[src/rtl/bcdl_pkg.sv]
// Shared types and constants for the button click, double click and long press classifier.
package bcdl_pkg;

  // Configuration registers are 16 bits wide.
  localparam int CFG_W = 16;
  localparam int SEL_W = 3;

  // Configuration register indexes.
  localparam logic [1:0] CFG_DOUBLE_WINDOW  = 2'd0;
  localparam logic [1:0] CFG_LONG_THRESHOLD = 2'd1;

  // Register reset values.
  localparam logic [CFG_W-1:0] DOUBLE_WINDOW_RST  = 16'd50;
  localparam logic [CFG_W-1:0] LONG_THRESHOLD_RST = 16'd150;

  // Selection range is 1 to 4.
  localparam logic [SEL_W-1:0] SEL_MIN = 3'd1;
  localparam logic [SEL_W-1:0] SEL_MAX = 3'd4;
  localparam logic [SEL_W:0]   SEL_MOD = 4'd5;

  typedef enum logic [1:0] {
    EV_NONE   = 2'd0,
    EV_CLICK  = 2'd1,
    EV_DOUBLE = 2'd2,
    EV_LONG   = 2'd3
  } ev_t;

  typedef struct packed {
    logic [CFG_W-1:0] double_window;
    logic [CFG_W-1:0] long_threshold;
  } cfg_t;

endpackage

[src/rtl/bcdl_click.sv]
// Click and double click detector: press tally, double click window and hold counter.
module bcdl_click
  import bcdl_pkg::*;
#(
  parameter int COUNT_BITS = 16
) (
  input  logic clk,
  input  logic rst_n,
  input  logic step,
  input  logic key_level,
  input  cfg_t cfg,
  output ev_t  click_ev
);

  localparam int CMP_W = (COUNT_BITS > CFG_W) ? COUNT_BITS : CFG_W;

  logic                  seen_r, seen_nxt;
  logic                  counted_r, counted_nxt;
  logic [1:0]            tally_r, tally_nxt;
  logic [COUNT_BITS-1:0] window_r, window_nxt;
  logic [COUNT_BITS-1:0] hold_r, hold_nxt;
  logic [COUNT_BITS-1:0] window_inc;
  logic [CMP_W-1:0]      win;

  function automatic logic [COUNT_BITS-1:0] sat_inc(input logic [COUNT_BITS-1:0] v);
    return (&v) ? v : v + 1'b1;
  endfunction

  assign win        = CMP_W'(cfg.double_window);
  assign window_inc = sat_inc(window_r);

  always_comb begin
    hold_nxt    = key_level ? '0 : sat_inc(hold_r);
    seen_nxt    = seen_r | ~key_level;
    counted_nxt = counted_r;
    tally_nxt   = tally_r;
    window_nxt  = window_r;
    click_ev    = EV_NONE;

    if (!counted_r) begin
      if (seen_nxt) begin
        tally_nxt   = tally_r + 2'd1;
        counted_nxt = 1'b1;
      end
      if (tally_nxt == 2'd2) begin
        tally_nxt  = 2'd0;
        window_nxt = '0;
        click_ev   = EV_DOUBLE;
      end
    end

    // The tick that reports a double click skips release and window handling.
    if (click_ev != EV_DOUBLE) begin
      if (key_level) begin
        seen_nxt    = 1'b0;
        counted_nxt = 1'b0;
      end
      if (tally_nxt == 2'd1) begin
        window_nxt = window_inc;
        if ((CMP_W'(window_inc) > win) && (CMP_W'(hold_nxt) < win)) begin
          tally_nxt  = 2'd0;
          window_nxt = '0;
          click_ev   = EV_CLICK;
        end else if (CMP_W'(hold_nxt) > win) begin
          tally_nxt  = 2'd0;
          window_nxt = '0;
        end
      end
    end
  end

  always_ff @(posedge clk) begin
    if (!rst_n) begin
      seen_r    <= 1'b0;
      counted_r <= 1'b0;
      tally_r   <= 2'd0;
      window_r  <= '0;
      hold_r    <= '0;
    end else if (step) begin
      seen_r    <= seen_nxt;
      counted_r <= counted_nxt;
      tally_r   <= tally_nxt;
      window_r  <= window_nxt;
      hold_r    <= hold_nxt;
    end
  end

endmodule

[src/rtl/bcdl_long.sv]
// Long press detector: hold counter with threshold compare and repeat.
module bcdl_long
  import bcdl_pkg::*;
#(
  parameter int COUNT_BITS = 16
) (
  input  logic clk,
  input  logic rst_n,
  input  logic step,
  input  logic key_level,
  input  cfg_t cfg,
  output logic long_fire
);

  localparam int CMP_W = (COUNT_BITS > CFG_W) ? COUNT_BITS : CFG_W;

  logic                  latch_r, latch_nxt;
  logic [COUNT_BITS-1:0] count_r, count_nxt;
  logic [COUNT_BITS-1:0] count_step;

  function automatic logic [COUNT_BITS-1:0] sat_inc(input logic [COUNT_BITS-1:0] v);
    return (&v) ? v : v + 1'b1;
  endfunction

  always_comb begin
    count_step = (!latch_r && !key_level) ? sat_inc(count_r) : '0;
    long_fire  = CMP_W'(count_step) > CMP_W'(cfg.long_threshold);
    // After firing, the counter rests at zero for one tick.
    latch_nxt  = long_fire;
    count_nxt  = long_fire ? '0 : count_step;
  end

  always_ff @(posedge clk) begin
    if (!rst_n) begin
      latch_r <= 1'b0;
      count_r <= '0;
    end else if (step) begin
      latch_r <= latch_nxt;
      count_r <= count_nxt;
    end
  end

endmodule

[src/rtl/bcdl_serve.sv]
// Pending event flags, priority service and selection stepping.
module bcdl_serve
  import bcdl_pkg::*;
(
  input  logic             clk,
  input  logic             rst_n,
  input  logic             step,
  input  ev_t              click_ev,
  input  logic             long_fire,
  output ev_t              ev,
  output logic [SEL_W-1:0] sel
);

  logic             pend_click_r, pend_click_nxt;
  logic             pend_double_r, pend_double_nxt;
  logic             pend_long_r, pend_long_nxt;
  logic [SEL_W-1:0] sel_r;
  logic [SEL_W-1:0] sel_down;
  logic [SEL_W:0]   sel_up;

  always_comb begin
    pend_click_nxt  = pend_click_r | (click_ev == EV_CLICK);
    pend_double_nxt = pend_double_r | (click_ev == EV_DOUBLE);
    pend_long_nxt   = pend_long_r | long_fire;

    // Step down with wrap; values outside 1..4 land on 4.
    sel_down = sel_r - 3'd1;
    if ((sel_down > SEL_MAX) || (sel_down == '0)) begin
      sel_down = SEL_MAX;
    end

    // Step up modulo 5, with 0 taken to 1.
    sel_up = {1'b0, sel_r} + 4'd1;
    if (sel_up >= SEL_MOD) begin
      sel_up = sel_up - SEL_MOD;
    end
    if (sel_up == '0) begin
      sel_up = {1'b0, SEL_MIN};
    end

    ev  = EV_NONE;
    sel = sel_r;
    if (pend_click_nxt) begin
      pend_click_nxt = 1'b0;
      ev             = EV_CLICK;
    end else if (pend_double_nxt) begin
      pend_double_nxt = 1'b0;
      sel             = sel_down;
      ev              = EV_DOUBLE;
    end else if (pend_long_nxt) begin
      pend_long_nxt = 1'b0;
      sel           = sel_up[SEL_W-1:0];
      ev            = EV_LONG;
    end
  end

  always_ff @(posedge clk) begin
    if (!rst_n) begin
      pend_click_r  <= 1'b0;
      pend_double_r <= 1'b0;
      pend_long_r   <= 1'b0;
      sel_r         <= SEL_MIN;
    end else if (step) begin
      pend_click_r  <= pend_click_nxt;
      pend_double_r <= pend_double_nxt;
      pend_long_r   <= pend_long_nxt;
      sel_r         <= sel;
    end
  end

endmodule

[src/rtl/button_click_double_long_classifier_top.sv]
// Top level of the button click, double click and long press classifier.
// Data path: an accepted word is held in the input register and then moves into the result register.
// Throughput: one word per cycle unless the result side stalls, set by the input register feeding the result register.
// Reset (rst_n low, synchronous) clears all detector state and pending events,
// sets the selection to 1, the double window to 50 and the long threshold to 150.
module button_click_double_long_classifier_top
  import bcdl_pkg::*;
#(
  parameter int COUNT_BITS = 16
) (
  input  logic             clk,
  input  logic             rst_n,
  // Configuration write port.
  input  logic             cfg_we,
  input  logic [1:0]       cfg_index,
  input  logic [CFG_W-1:0] cfg_data,
  // Input channel: one scan tick per word.
  input  logic             in_valid,
  output logic             in_stall,
  input  logic             in_key_level,
  // Result channel: one result word per tick.
  output logic             out_valid,
  input  logic             out_stall,
  output logic [1:0]       out_event_res,
  output logic [SEL_W-1:0] out_selection
);

  // Configuration registers. Writes to indexes beyond the two registers are dropped.
  cfg_t cfg_r;

  always_ff @(posedge clk) begin
    if (!rst_n) begin
      cfg_r.double_window  <= DOUBLE_WINDOW_RST;
      cfg_r.long_threshold <= LONG_THRESHOLD_RST;
    end else if (cfg_we) begin
      case (cfg_index)
        CFG_DOUBLE_WINDOW:  cfg_r.double_window  <= cfg_data;
        CFG_LONG_THRESHOLD: cfg_r.long_threshold <= cfg_data;
        default: ;
      endcase
    end
  end

  // Input register holds one accepted tick. The result register drains when the
  // consumer takes its word, so the pipeline moves every cycle unless the
  // result side stalls while a word is waiting there.
  logic             in_vld_r;
  logic             key_r;
  logic             out_vld_r;
  logic [1:0]       ev_res_r;
  logic [SEL_W-1:0] sel_res_r;
  logic             out_free;
  logic             step;
  logic             in_take;

  assign out_free = !out_vld_r || !out_stall;
  assign step     = in_vld_r && out_free;
  assign in_stall = in_vld_r && !out_free;
  assign in_take  = in_valid && !in_stall;

  always_ff @(posedge clk) begin
    if (!rst_n) begin
      in_vld_r <= 1'b0;
    end else if (in_take) begin
      in_vld_r <= 1'b1;
    end else if (step) begin
      in_vld_r <= 1'b0;
    end
  end

  always_ff @(posedge clk) begin
    if (in_take) begin
      key_r <= in_key_level;
    end
  end

  // The detectors and the event server advance their state only when the
  // registered tick moves into the result register.
  ev_t              click_ev;
  logic             long_fire;
  ev_t              ev;
  logic [SEL_W-1:0] sel;

  bcdl_click #(
    .COUNT_BITS(COUNT_BITS)
  ) u_click (
    .clk      (clk),
    .rst_n    (rst_n),
    .step     (step),
    .key_level(key_r),
    .cfg      (cfg_r),
    .click_ev (click_ev)
  );

  bcdl_long #(
    .COUNT_BITS(COUNT_BITS)
  ) u_long (
    .clk      (clk),
    .rst_n    (rst_n),
    .step     (step),
    .key_level(key_r),
    .cfg      (cfg_r),
    .long_fire(long_fire)
  );

  bcdl_serve u_serve (
    .clk      (clk),
    .rst_n    (rst_n),
    .step     (step),
    .click_ev (click_ev),
    .long_fire(long_fire),
    .ev       (ev),
    .sel      (sel)
  );

  // Result register.
  always_ff @(posedge clk) begin
    if (!rst_n) begin
      out_vld_r <= 1'b0;
    end else if (out_free) begin
      out_vld_r <= in_vld_r;
    end
  end

  always_ff @(posedge clk) begin
    if (step) begin
      ev_res_r  <= ev;
      sel_res_r <= sel;
    end
  end

  assign out_valid     = out_vld_r;
  assign out_event_res = ev_res_r;
  assign out_selection = sel_res_r;

endmodule
[config.mk]
export PLATFORM = sky130hd
export DESIGN_NAME = button_click_double_long_classifier_top
export DESIGN_NICKNAME = d
export VERILOG_FILES = /design/src/rtl/bcdl_pkg.sv /design/src/rtl/bcdl_click.sv /design/src/rtl/bcdl_long.sv /design/src/rtl/bcdl_serve.sv /design/src/rtl/button_click_double_long_classifier_top.sv
export SDC_FILE = /design/constraint.sdc
export NUM_CORES = 1
export LEC_CHECK = 0
export ABC_AREA = 1
export BUFFER_PORTS_ARGS = -buffer_cell sky130_fd_sc_hd__buf_2
export CORE_UTILIZATION = 55
export DETAILED_ROUTE_END_ITERATION = 7
export PLACE_DENSITY = 0.75
export SYNTH_ARGS = -nofsm -noshare
export SYNTH_HDL_FRONTEND = slang
export SYNTH_SLANG_ARGS = --single-unit
[constraint.sdc]
create_clock -name clk -period 3.1 [get_ports clk]
set_input_delay 0.155 -clock clk [delete_from_list [all_inputs] [get_ports clk]]
set_output_delay 0.155 -clock clk [all_outputs]
set_load 0.02 [all_outputs]
* After elaboration in Yosys (flattened, before gate mapping)
Cells that the tools add are included. W data, S select, Z words.
Cells by class: add/subtract/negate cells 7, multipliers 0, divide/modulo/power cells 0, magnitude comparators 6, eq/ne operators 6, shifts and indexed selects 0, muxes and demuxes 44, bitwise logic cells 4, reduce and logical (&&, ||, !) cells 22
Operators with widths (number):
- $mux W16 | 12
- $add A16 B1 Y16 const B | 3
- $gt A16 B16 Y1 | 3
- $reduce_and A16 Y1 | 3
- $mux W2 | 15
- $lt A16 B16 Y1 | 1
- $mux W3 | 5
- $mux W1 | 11
- $eq A2 B1 Y1 const B | 3
- $logic_not A1 Y1 | 6
- $logic_and A1 B1 Y1 | 5
- $add A3 B1 Y4 const B | 1
- $eq A2 B2 Y1 const B | 2
- $ge A4 B3 Y1 const B | 1
- $logic_not A4 Y1 | 1
- $mux W4 | 1
- $reduce_and A2 Y1 | 2
- $sub A4 B3 Y4 const B | 1
- $gt A3 B3 Y1 const B | 1
- $logic_not A3 Y1 | 1
- $or A1 B1 Y1 | 3
- $sub A3 B1 Y3 const B | 1
- $add A2 B1 Y2 const B | 1
- $logic_not A2 Y1 | 1
- 4 further kinds | 5
Word-level totals: register bits after elaboration 98, latch bits 0, memory bits (writable) 0, ROM bits 0, input bits 24, output and inout bits 7, logic and storage cells 106, memories kept 0

* Depth between registers and ports, before layout
Gate-level depths: netlist of the first run.
word-level depth 14, mapped depth 29, gate-level depth less buffers 29

* Modules after synthesis
From an unflattened synthesis of the first run, not the netlist that was laid out.
Unflattened totals: cell total of the unflattened synthesis 1181, area total of the unflattened synthesis 7553.5 um^2
Modules (own cells, without submodules):
- bcdl_click | times used 1, cells an instance 606, area each 3642.2 um^2, sequential area each 720.7 um^2
- bcdl_long | times used 1, cells an instance 269, area each 1811.7 um^2, sequential area each 340.3 um^2
- button_click_double_long_classifier_top | times used 1, cells an instance 217, area each 1599.0 um^2, sequential area each 860.8 um^2
- bcdl_serve | times used 1, cells an instance 89, area each 500.5 um^2, sequential area each 100.1 um^2

* Least setup slack after synthesis of the first run
Ideal clock, no wire load.
path kind reg2reg, start point register u_click.hold_r[0], end point register sel_res_r[1] (netlist: out_selection[1]) (data pin), setup time 0.251 ns, data arrival time 2.772 ns, data required time 2.849 ns, setup slack 0.077 ns, stages on the path, launching flop included 24, path buffers 0, clock period less this slack 3.023 ns, cell sequence dfxtp_1 -> ha_1 -> nand4_1 -> nor2_1 -> nand2_1 -> nor2_4 -> nand2_2 -> nand2_2 -> o21ai_0 -> nand3_1 -> inv_1 -> ha_1 -> nand2_1 -> inv_1 -> o21ai_1 -> a21oi_1 -> nor2_1 -> nand2_1 -> nor2_1 -> nand2_2 -> nand2_1 -> nand2_1 -> nand2_1 -> inv_1
On the way: word-level cells in the longest chain between the ends 12, elaborated cells on any way between the ends 14, classes of those cells add/sub (1); order compare (1); eq/ne (2); mux (7); bitwise (1); reduce/logical (2)
RTL lines:
- start, declared | RTL line bcdl_click.sv:21 | logic [COUNT_BITS-1:0] hold_r, hold_nxt;
- start signal, assigned | RTL line bcdl_click.sv:84 | hold_r <= hold_nxt;
- $add A16 B1 Y16 / $reduce_and A16 Y1 (equally long branches) | RTL line bcdl_click.sv:26 | return (&v) ? v : v + 1'b1;
- $mux W16 * | RTL line bcdl_click.sv:26
- $mux W16 * | RTL line bcdl_click.sv:33 | hold_nxt = key_level ? '0 : sat_inc(hold_r);
- named net u_click.hold_nxt[9] | RTL line bcdl_click.sv:21
- $lt A16 B16 Y1 * | RTL line bcdl_click.sv:60 | if ((CMP_W'(window_inc) > win) && (CMP_W'(hold_nxt) < win)) begin
- $logic_and A1 B1 Y1 * | RTL line bcdl_click.sv:60
- $mux W2 * | RTL line bcdl_click.sv:60
- $mux W2 * | RTL line bcdl_click.sv:58 | if (tally_nxt == 2'd1) begin
- $mux W2 * | RTL line bcdl_click.sv:53 | if (click_ev != EV_DOUBLE) begin
- $eq A2 B2 Y1 | RTL line bcdl_serve.sv:23 | pend_double_nxt = pend_double_r | (click_ev == EV_DOUBLE);
- $or A1 B1 Y1 | RTL line bcdl_serve.sv:23
- $mux W3 | RTL line bcdl_serve.sv:46 | end else if (pend_double_nxt) begin
- $mux W3 * | RTL line bcdl_serve.sv:43 | if (pend_click_nxt) begin
- named net sel[1] | RTL line button_click_double_long_classifier_top.sv:82 | logic [SEL_W-1:0] sel;
- end signal, assigned | RTL line button_click_double_long_classifier_top.sv:128 | sel_res_r <= sel;
- end, declared | RTL line button_click_double_long_classifier_top.sv:51 | logic [SEL_W-1:0] sel_res_r;
The timed path passes the listed nets; every way through them passes the cells marked *. A chain may end at the register's enable or synchronous reset.

* Worst setup path in the final report of the first run
start point register u_long.count_r[1], end point register sel_res_r[1] (netlist: out_selection[1]) (data pin)
On the way: word-level cells in the longest chain between the ends 8, elaborated cells on any way between the ends 9, classes of those cells add/sub (1); order compare (1); mux (5); bitwise (1); reduce/logical (1)
RTL lines:
- start, declared | RTL line bcdl_long.sv:18 | logic [COUNT_BITS-1:0] count_r, count_nxt;
- start signal, assigned | RTL line bcdl_long.sv:39 | count_r <= count_nxt;
- $add A16 B1 Y16 / $reduce_and A16 Y1 (equally long branches) | RTL line bcdl_long.sv:22 | return (&v) ? v : v + 1'b1;
- $mux W16 * | RTL line bcdl_long.sv:22
- $mux W16 * | RTL line bcdl_long.sv:26 | count_step = (!latch_r && !key_level) ? sat_inc(count_r) : '0;
- $gt A16 B16 Y1 * | RTL line bcdl_long.sv:27 | long_fire = CMP_W'(count_step) > CMP_W'(cfg.long_threshold);
- $or A1 B1 Y1 * | RTL line bcdl_serve.sv:24 | pend_long_nxt = pend_long_r | long_fire;
- $mux W3 * | RTL line bcdl_serve.sv:50 | end else if (pend_long_nxt) begin
- $mux W3 * | RTL line bcdl_serve.sv:46
- $mux W3 * | RTL line bcdl_serve.sv:43
- named net sel[1] | RTL line button_click_double_long_classifier_top.sv:82
Marked as above.

==> results of run 1 <==
## sequential cells by signal, indices dropped and copies added (netlist names), 2 cells and up
signal and count:
u_click.window_r 16, u_serve.sel_r 3, out_selection 3, u_click.hold_r 16, cfg_r 32, u_long.count_r 16
u_click.tally_r 2, out_event_res 2
## placed cells by master, fill, tap and decap left out, types with 8 or more instances in the layout
master / count
nand2_1: 237
inv_1: 132
a21oi_1: 93
dfxtp_1: 83
o21ai_0: 62
nor2_1: 55
ha_1: 47
buf_4: 47
nand3_1: 36
a21oi_2: 34
buf_2: 30
nand2_2: 22
inv_2: 20
nand4_1: 19
nor2_2: 12
o211ai_1: 12
nand3_2: 11
xor2_1: 10
clkbuf_16: 10
buf_6: 10
dfxtp_2: 9
nor2_4: 8
xnor2_1: 8
o21ai_1: 8
ha_4: 8
## worst max-delay path, delay by kind of cell (launching register included)
| family | cells | cell delay (ps) |
|---|---|---|
| adders and majority gates | 2 | 390 |
| and+or+nand+nor | 13 | 1320 |
| AOI/OAI and AO/OA | 3 | 420 |
| buffers and inverters | 5 | 380 |
| DFF | 1 | 360 |
## final timing paths
check | from | end | slack (ps) | depth (start not counted)
worst max-delay path | u_long.count_r[1] | out_selection[1] | 20 | 23
worst max register to register | u_long.count_r[1] | out_selection[1] | 20 | 23
worst min register to register | cfg_r[5] | cfg_r[5] | 460 | 2
worst min-delay path | cfg_data[7] | cfg_r[7] | 30 | 3
## repair_timing
action	CTS	global route
hold buffers	1	0
buffers inserted	2	13
gates cloned	0	2
setup endpoints to repair	13	44
pin swaps	1	33
gates resized for setup	4	125
hold endpoints to repair	1	0
## stage by stage
| step | setup TNS (ps) | setup WS, ps | hold WS [ps] |
|---|---|---|---|
| floorplan | 0 | 77.4 | 254 |
| global placement | -44.5 | -28.7 | 333 |
| detailed placement | -304 | -98.7 | 333 |
| CTS | 0 | 4.67 | 24.1 |
| global route | -5360 | -229 | 56.5 |
| finish | 0 | 15.4 | 29.9 |
## cell families after synthesis
logic type	share of synthesized area (%)
DFF	29.7
buffers and inverters	10.9
xor gates and xnor gates	2.32
AOI/OAI and AO/OA	19.0
adders and majority gates	10.1
and+or+nand+nor	28.0
## power by group
group          switching (W)  internal, W  total [W]  leakage, nW
sequential         0.0000330      0.00132    0.00136        0.810
clock               0.000511     0.000593    0.00110        0.146
combinational       0.000337     0.000185   0.000522         2.90
## per-layer routing
metal | wire length [µm] | vias to the layer above | part of all wire [%] | GRT usage [%]
li1 | - | 3445 | - | -
met1 | 7730 | 3067 | 44 | 33.0
met2 | 8620 | 181 | 49 | 46.8
met3 | 803 | 37 | 4.6 | 3.16
met4 | 477 | 0 | 2.7 | 11.7
met5 | 0 | - | 0 | 0
## area by class of cell
class	instances	area [µm²]
Clock buffer	10	250
Multi-Input combinational cell	733	4450
Timing Repair Buffer	90	661
Tap cell	147	184
Clock inverter	5	35.0
Fill cell	1004	3820
Sequential cell	98	2030
Inverter	154	581
==> impl_metrics.ini, run 1 <==
[die]
rows = 40
die_area_um2 = 12800
coreArea_um2 = 12000
start_util_pct = 56.6
fp.dieW_um = 113
fp.dieH_um = 113
ios = 31

[timing]
min_period_over_period_pct = 99.5
relSlewSlack_pct = 46.8
worstMarginPinSlew_ps = 797
drv_slew = 0
grt_setup_unrepaired = yes
clock_skew_ps = 11.7
max_freq_ghz = 0.324
finalSetupViolCount = 0
hold_violations = 0
fin_crit_ps = 3080

[worst_hold_path]
hold_class = input port to register

[pwr]
peakVddDrop_mv = 0.274
total_power_w = 0.00298
p_per_area_nw_per_um2 = 364
leakagePower_nw = 3.85

[setup_path]
critPathRequiredTime_ps = 3220
path_cells = ha_4 -> nand2_4 -> inv_2 -> nand4_1 -> nor2_4 -> inv_2 -> nor2_4 -> nand3_2 -> buf_4 -> nand3_1 -> nand2_1 -> inv_2 -> ha_1 -> a21oi_1 -> o21ai_0 -> a21oi_1 -> nand2_2 -> nand2_4 -> nand3_1 -> nand2_2 -> nand2_1 -> nand2_2 -> inv_1
path_max_fanout = 5
slowest_stage = dfxtp_2
crit_type = register to register
start_kind = register
crit_path_end_kind = register
crit_path_max_incr_delay_ps = 360
cp.arrival_ps = 3200

[global_routing]
grt_max_degree = 53
antenna_found_initial = 0
gr-total-overflow = 0
grt_pass1_vias = 5865
grt_pass1_wl_mm = 27.2
grt_use_total_pct = 26.7

[synth]
synth_nets = 1098
synth_seq_cells = 98
syn_area_per_cell_um2 = 6.68
synth_top_area_share_pct = 27.1
yosysWarnings = 0
seq_area_frac_synth_pct = 29.7
synthTopCellsByCount = 259 x nand2_1, 144 x inv_1, 109 x a21oi_1
synth.distinct_cells = 43
synth_top_area_cell = dfxtp_1
synth_cells = 1019
ys.flop_type = dfxtp_1
synth_area_leaders = dfxtp_1 27%, nand2_1 14%, ha_1 10%
synthArstFlopShare_pct = 0
synth_area_um2 = 6800
synth_most_common_cell = nand2_1
synth_edf_count = 6

[place]
placed_area_um2 = 7310
gp_congestion = 0.902
port_buffers = 30
dp_cells = 1204
place.detailed.hpwl_mm = 12.1

[finish]
num-nets-final = 1165
diodes = 0
layoutNonFillerInstCount = 1237
synthToLayoutAreaGrowth_pct = 20.5
drive_gt1_share_pct = 23.8
final_area_um2 = 8190
postLayoutCoreUtil_pct = 68.2

[detailed_routing]
drt_pass1_iterations = 5
drtIter0Drc = 523
totalWireLength_mm = 17.6
num_vias = 6730
route.detailed.drc = 0
vias_per_cell = 5.44
drtAntennaViolNets = 0
post_drt_wl_per_cell_um = 14.3

[clock_tree]
path_clk_slew_ps = 70
clock_path_buffers = 2
cts_tree = done
clock-sinks = 98
cts_root_buf = clkbuf_16
cts_buffers = 9
clkLatencyLatePin_ps = 360
htreeDepth = 3

[run]
maxCapViolCount = 0

[status]
outcome = complete, no violations
No activity file was read; power rests on OpenSTA's default activity.
==> run 2: changes to the inputs <==
CORE_UTILIZATION = 57   (was 55)
PLACE_DENSITY = 0.78   (was 0.75)
==> run 2 against run 1 <==
The run now ends with design-rule violations, negative setup slack left. Combinational power rose by 5.2%. First-iteration DRC count is 11% higher. Hold slack lost 6.4 ps. Worst setup slack worse by 110 ps. Wire length grew 2.4%. Clock skew decreased by 0.59 ps. Highest routed layer unchanged. Largest power group unchanged. Sequential power is essentially flat. Largest cell class unchanged.
==> impl_metrics.ini, run 2 (synthesis results as in run 1) <==
[finish]
final_area_um2 = 8270
largest_reg_flops = 32
synthToLayoutAreaGrowth_pct = 21.6
num-nets-final = 1169
layoutNonFillerInstCount = 1238
mostFrequentLayoutCells = 244 x nand2_1, 134 x inv_1, 95 x a21oi_1
largest_register = cfg_r
diodes = 0
layout_commonest_cell = nand2_1
drive_gt1_share_pct = 23.0

[timing]
setup_ws_ps = -94.7
drv_slew = 0
grt_setup_unrepaired = yes
fin_crit_ps = 3190
finalSetupViolCount = 32
relSlewSlack_pct = 52.9
clock_skew_ps = 11.1
hold_violations = 0
whs_ps = 23.5
max_freq_ghz = 0.313
min_period_over_period_pct = 103
worstMarginPinSlew_ps = 705

[setup_path]
crit_type = register to register
cp.arrival_ps = 3310
critPathRequiredTime_ps = 3220
crit_path_end_kind = register
path_max_fanout = 4
start_kind = register

[clock_tree]
path_clk_slew_ps = 70
cts_tree = done
clkLatencyLatePin_ps = 360
clock_path_buffers = 2
clock-sinks = 98
cts_buffers = 9
htreeDepth = 3
cts_root_buf = clkbuf_16

[detailed_routing]
totalWireLength_mm = 18.1
drt_pass1_iterations = 7
wl_met1_mm = 7.92
top_layer = met4
post_drt_wl_per_cell_um = 14.6
dr_wl_met2_mm = 8.85
drtAntennaViolNets = 0
route.detailed.drc = 4
wl_met3_um = 757
num_vias = 6772
vias_per_cell = 5.47
drtIter0Drc = 581

[die]
fp.dieH_um = 111
die_area_um2 = 12400
rows = 39
fp.dieW_um = 111
ios = 31
start_util_pct = 59.1
coreArea_um2 = 11500

[global_routing]
grt_pass1_wl_mm = 28.0
grt_pass1_vias = 6077
gr-total-overflow = 0
grt_max_degree = 54
grt_use_total_pct = 28.1
antenna_found_initial = 0

[place]
port_buffers = 30
dp_cells = 1205
place.detailed.hpwl_mm = 12.0
placed_area_um2 = 7360
gp_congestion = 0.928

[pwr]
p_per_area_nw_per_um2 = 382
peakVddDrop_mv = 0.213
leakagePower_nw = 3.91

[status]
outcome = complete, but fails checks
violations = design-rule violations, negative setup slack

[worst_hold_path]
hold_class = input port to register

[run]
maxCapViolCount = 0
-- run 2: final timing paths --
check | from | endpoint | slack [ps] | cells after the start
worst min register to register | cfg_r[5] | cfg_r[5] | 470 | 2
worst max-delay path | u_long.count_r[1] | out_event_res[0] | -90 | 27
worst min-delay path | cfg_data[7] | cfg_r[7] | 20 | 3
worst max register to register | u_long.count_r[1] | out_event_res[0] | -90 | 27
-- run 2: what timing repair did --
action,CTS,global route
pin swaps,5,37
endpoints found under the hold margin,1,0
hold buffers,1,0
buffers inserted,6,9
resized for setup,10,108
setup endpoints to repair,38,44
cloned,0,1
-- run 2: layout make-up --
type                    count  area, µm²
clock inverters             4       52.6
clock buffers              12        278
multi-input cells         733       4430
repair buffers             94        722
flip-flops and latches     98       2030
well taps                 143        179
inverters                 154        578
fillers                   891       3250
-- run 2: power breakdown --
group          switching, W  leakage, nW  internal [W]
logic              0.000348         2.94      0.000201
clock network      0.000529        0.165      0.000724
registers         0.0000346        0.808       0.00132
-- run 2: critical path, stage by stage, from the launching register on --
cell and delay (ps):
dfxtp_2 360, ha_4 140, nand2_2 50, inv_1 50
nand4_1 160, nor2_4 190, inv_2 60, nor2_2 110
nand3_2 130, nor2_2 130, nor2_1 50, o21ai_1 110
inv_1 100, ha_1 290, nand2_1 70, nand2_1 40
nand2_1 50, nand2_1 40, nand2_1 50, nand2_1 60
nand2_1 100, nand2_2 80, nand2_4 110, nand2_4 80
buf_4 140, buf_6 100, nand2_1 50, nand2_1 50
-- run 2: metrics by stage --
step	setup slack (ps)	utilization [%]	setup TNS (ps)	total power, W
after global placement	-63.4	63.9	-149	0.00182
after CTS	-1.00	67.6	-1.00	0.00306
after detailed placement	-126	63.9	-431	0.00182
after floorplan	77.4	-	0	0.00169
after global routing	-293	71.8	-8620	0.00327
final	-94.7	71.8	-790	0.00316
-- run 2: metal layers --
layer	track usage (%)	vias up
li1	-	3457
met1	34.5	3077
met2	48.7	196
met3	3.61	42
met4	13.2	0
met5	0	-
==> run 3: changes to the inputs <==
CORE_UTILIZATION = 60   (was 57)
clock period = 3.17 ns   (was 3.1 ns; I/O delays follow)
==> run 3 against run 2 <==
The run now ends clean. Sequential power is essentially flat. First-iteration DRC count is 5.2% lower. Sequential share of layout area rose by 0.29 points. Register-to-register slack improved by 160 ps. Wire length shrank 2.6%. Sequential cell count did not move. Clock-buffer cell count stayed put. Largest cell class unchanged. Largest power group unchanged.
==> impl_metrics.ini, run 3 (synthesis results as in run 1) <==
[status]
outcome = complete, no violations

[setup_path]
path_cells = buf_4 -> nand3_1 -> nor2_1 -> nand4_1 -> nor2_2 -> nand2_1 -> nor2_1 -> nor2_1 -> nand2_1 -> nand2_1 -> inv_1 -> ha_1 -> a21oi_1 -> o21ai_0 -> nor2_2 -> buf_4 -> nand4_4 -> buf_6 -> nand3_2 -> nand2_1 -> nand2_1 -> a21oi_1
r2r-end = u_click.window_r[13]
start_kind = register
r2r_setup_slack_ps = 70
crit_path_max_incr_delay_ps = 350
cp.arrival_ps = 3340
path_common_cell = nand2_1
critPathRequiredTime_ps = 3400
crit_type = register to register
r2r-start = u_click.hold_r[0]
rr_worst_depth = 22
crit_path_end_kind = register
path_max_fanout = 6
slowest_stage = dfxtp_2

[timing]
clock_skew_ps = 9.61
fin_setup_tns_ps = 0
setup_ws_ps = 68.5
max_freq_ghz = 0.322
relSlewSlack_pct = 33.5
worstMarginPinSlew_ps = 996
fin_crit_ps = 3100
drv_slew = 0
finalSetupViolCount = 0
min_period_over_period_pct = 97.8
grt_setup_unrepaired = yes
hold_violations = 0

[worst_hold_path]
whs_endpoint = cfg_r[21]
hold_start = cfg_data[5]
holdPathStages = 3
hold_class = input port to register

[clock_tree]
clock-sinks = 98
path_clk_slew_ps = 70
cts_buffers = 9
clkLatencyLatePin_ps = 360
cts_tree = done
cts_root_buf = clkbuf_16
htreeDepth = 3
clock_path_buffers = 2

[finish]
layout_commonest_cell = nand2_1
synthToLayoutAreaGrowth_pct = 20.5
largest_reg_flops = 32
num-nets-final = 1161
regArea_um2 = 2040
multiInputGateArea_um2 = 4470
postLayoutCoreUtil_pct = 75.0
largest_register = cfg_r
fillers = 854
diodes = 0
mostFrequentLayoutCells = 240 x nand2_1, 131 x inv_1, 96 x a21oi_1
drive_gt1_share_pct = 23.8

[global_routing]
grt_max_degree = 53
antenna_found_initial = 0
grt_pass1_vias = 5968
gr-total-overflow = 0
grt_pass1_wl_mm = 27.3
grt_use_total_pct = 29.3

[die]
start_util_pct = 62.2
ios = 31
coreArea_um2 = 10900
die_area_um2 = 11800
fp.dieH_um = 108
rows = 38
fp.dieW_um = 108

[pwr]
p_per_area_nw_per_um2 = 363
p_int_w = 0.00211
comb_power_share_pct = 17.6
swShare_pct = 29.1
leakagePower_nw = 3.84
p_switching_w = 0.000868
total_power_w = 0.00298
peakVddDrop_mv = 0.304
p_seq_share_pct = 44.6
p_clk_share_pct = 37.8

[detailed_routing]
drtAntennaViolNets = 0
drt_pass1_iterations = 6
num_vias = 6741
route.detailed.drc = 0
post_drt_wl_per_cell_um = 14.3
drtIter0Drc = 551
totalWireLength_mm = 17.6
vias_per_cell = 5.49

[run]
maxCapViolCount = 0

[place]
gp_congestion = 0.906
place_ws_ps = 53.8
place.detailed.hpwl_mm = 11.7
port_buffers = 30
-- run 3: cell types whose count changed in the layout (fill, tap and decap cells not counted), sizes merged --
cell and change:
buf -9, bufinv -1, clkinv -1, clkinvlp +1, inv +1, nor2 +1
-- run 3: critical path, delay by kind of cell, from the launching register on --
| family | cells | cell delay [ps] |
|---|---|---|
| compound gates | 3 | 300 |
| fa+ha+maj | 1 | 240 |
| flops | 1 | 350 |
| buf+inv | 4 | 580 |
| simple gates | 14 | 1500 |
-- run 3: how the worst max path moves through the flow --
| stage | from | to | slack, ps |
|---|---|---|---|
| floorplan | u_click.hold_r[0] | out_selection[1] | 150 |
| global placement | u_long.count_r[0] | out_selection[1] | 70 |
| detailed placement | u_long.count_r[0] | out_selection[2] | 50 |
| CTS | u_long.count_r[1] | out_selection[2] | 20 |
| global route | u_click.hold_r[0] | u_click.window_r[6] | -160 |
| finish | u_click.hold_r[0] | u_click.window_r[13] | 70 |
-- run 3: metrics by stage --
stage / instances / area [µm²] / hold WS (ps)
4_1_cts: 1204 / 7550 / 28.8
6_report: 1227 / 8200 / 35.9
2_1_floorplan: 1019 / 6800 / 257
5_1_grt: 1227 / 8200 / 52.1
3_5_place_dp: 1187 / 7230 / 339
3_3_place_gp: 1187 / 7230 / 338
-- run 3: layer usage --
metal / routed length [µm] / GRT usage, % / up-vias / part of all wire (%)
met3: 817 / 3.38 / 37 / 4.6
met4: 523 / 10.8 / 0 / 3.0
met2: 8480 / 50.0 / 191 / 48
met1: 7770 / 37.9 / 3073 / 44
met5: 0 / 0 / - / 0
li1: - / - / 3440 / -
-- run 3: power groups by stage --
stage / logic (W) / registers [W] / clock network, W
after floorplan: 0.000303 / 0.00135 / 0
after CTS: 0.000435 / 0.00132 / 0.00114
after global routing: 0.000584 / 0.00133 / 0.00118
final: 0.000525 / 0.00133 / 0.00113
after global placement: 0.000425 / 0.00135 / 0
after detailed placement: 0.000430 / 0.00135 / 0
-- run 3: layout make-up --
type / count / share of cell area, %
timing repair buffer: 85 / 7.77
tap: 140 / 2.14
sequential: 98 / 24.8
multi-input combinational: 734 / 54.5
clock buffer: 12 / 3.39
clock inverter: 4 / 0.351
inverter: 154 / 7.05
-- run 3: repair_timing --
action | in CTS | in global routing
hold buffers | 1 | 0
hold endpoints to repair | 1 | 0
cloned | 0 | 3
buffers inserted | 0 | 20
resized for setup | 2 | 133
pin swaps | 1 | 45
endpoints found under the setup margin | 3 | 44
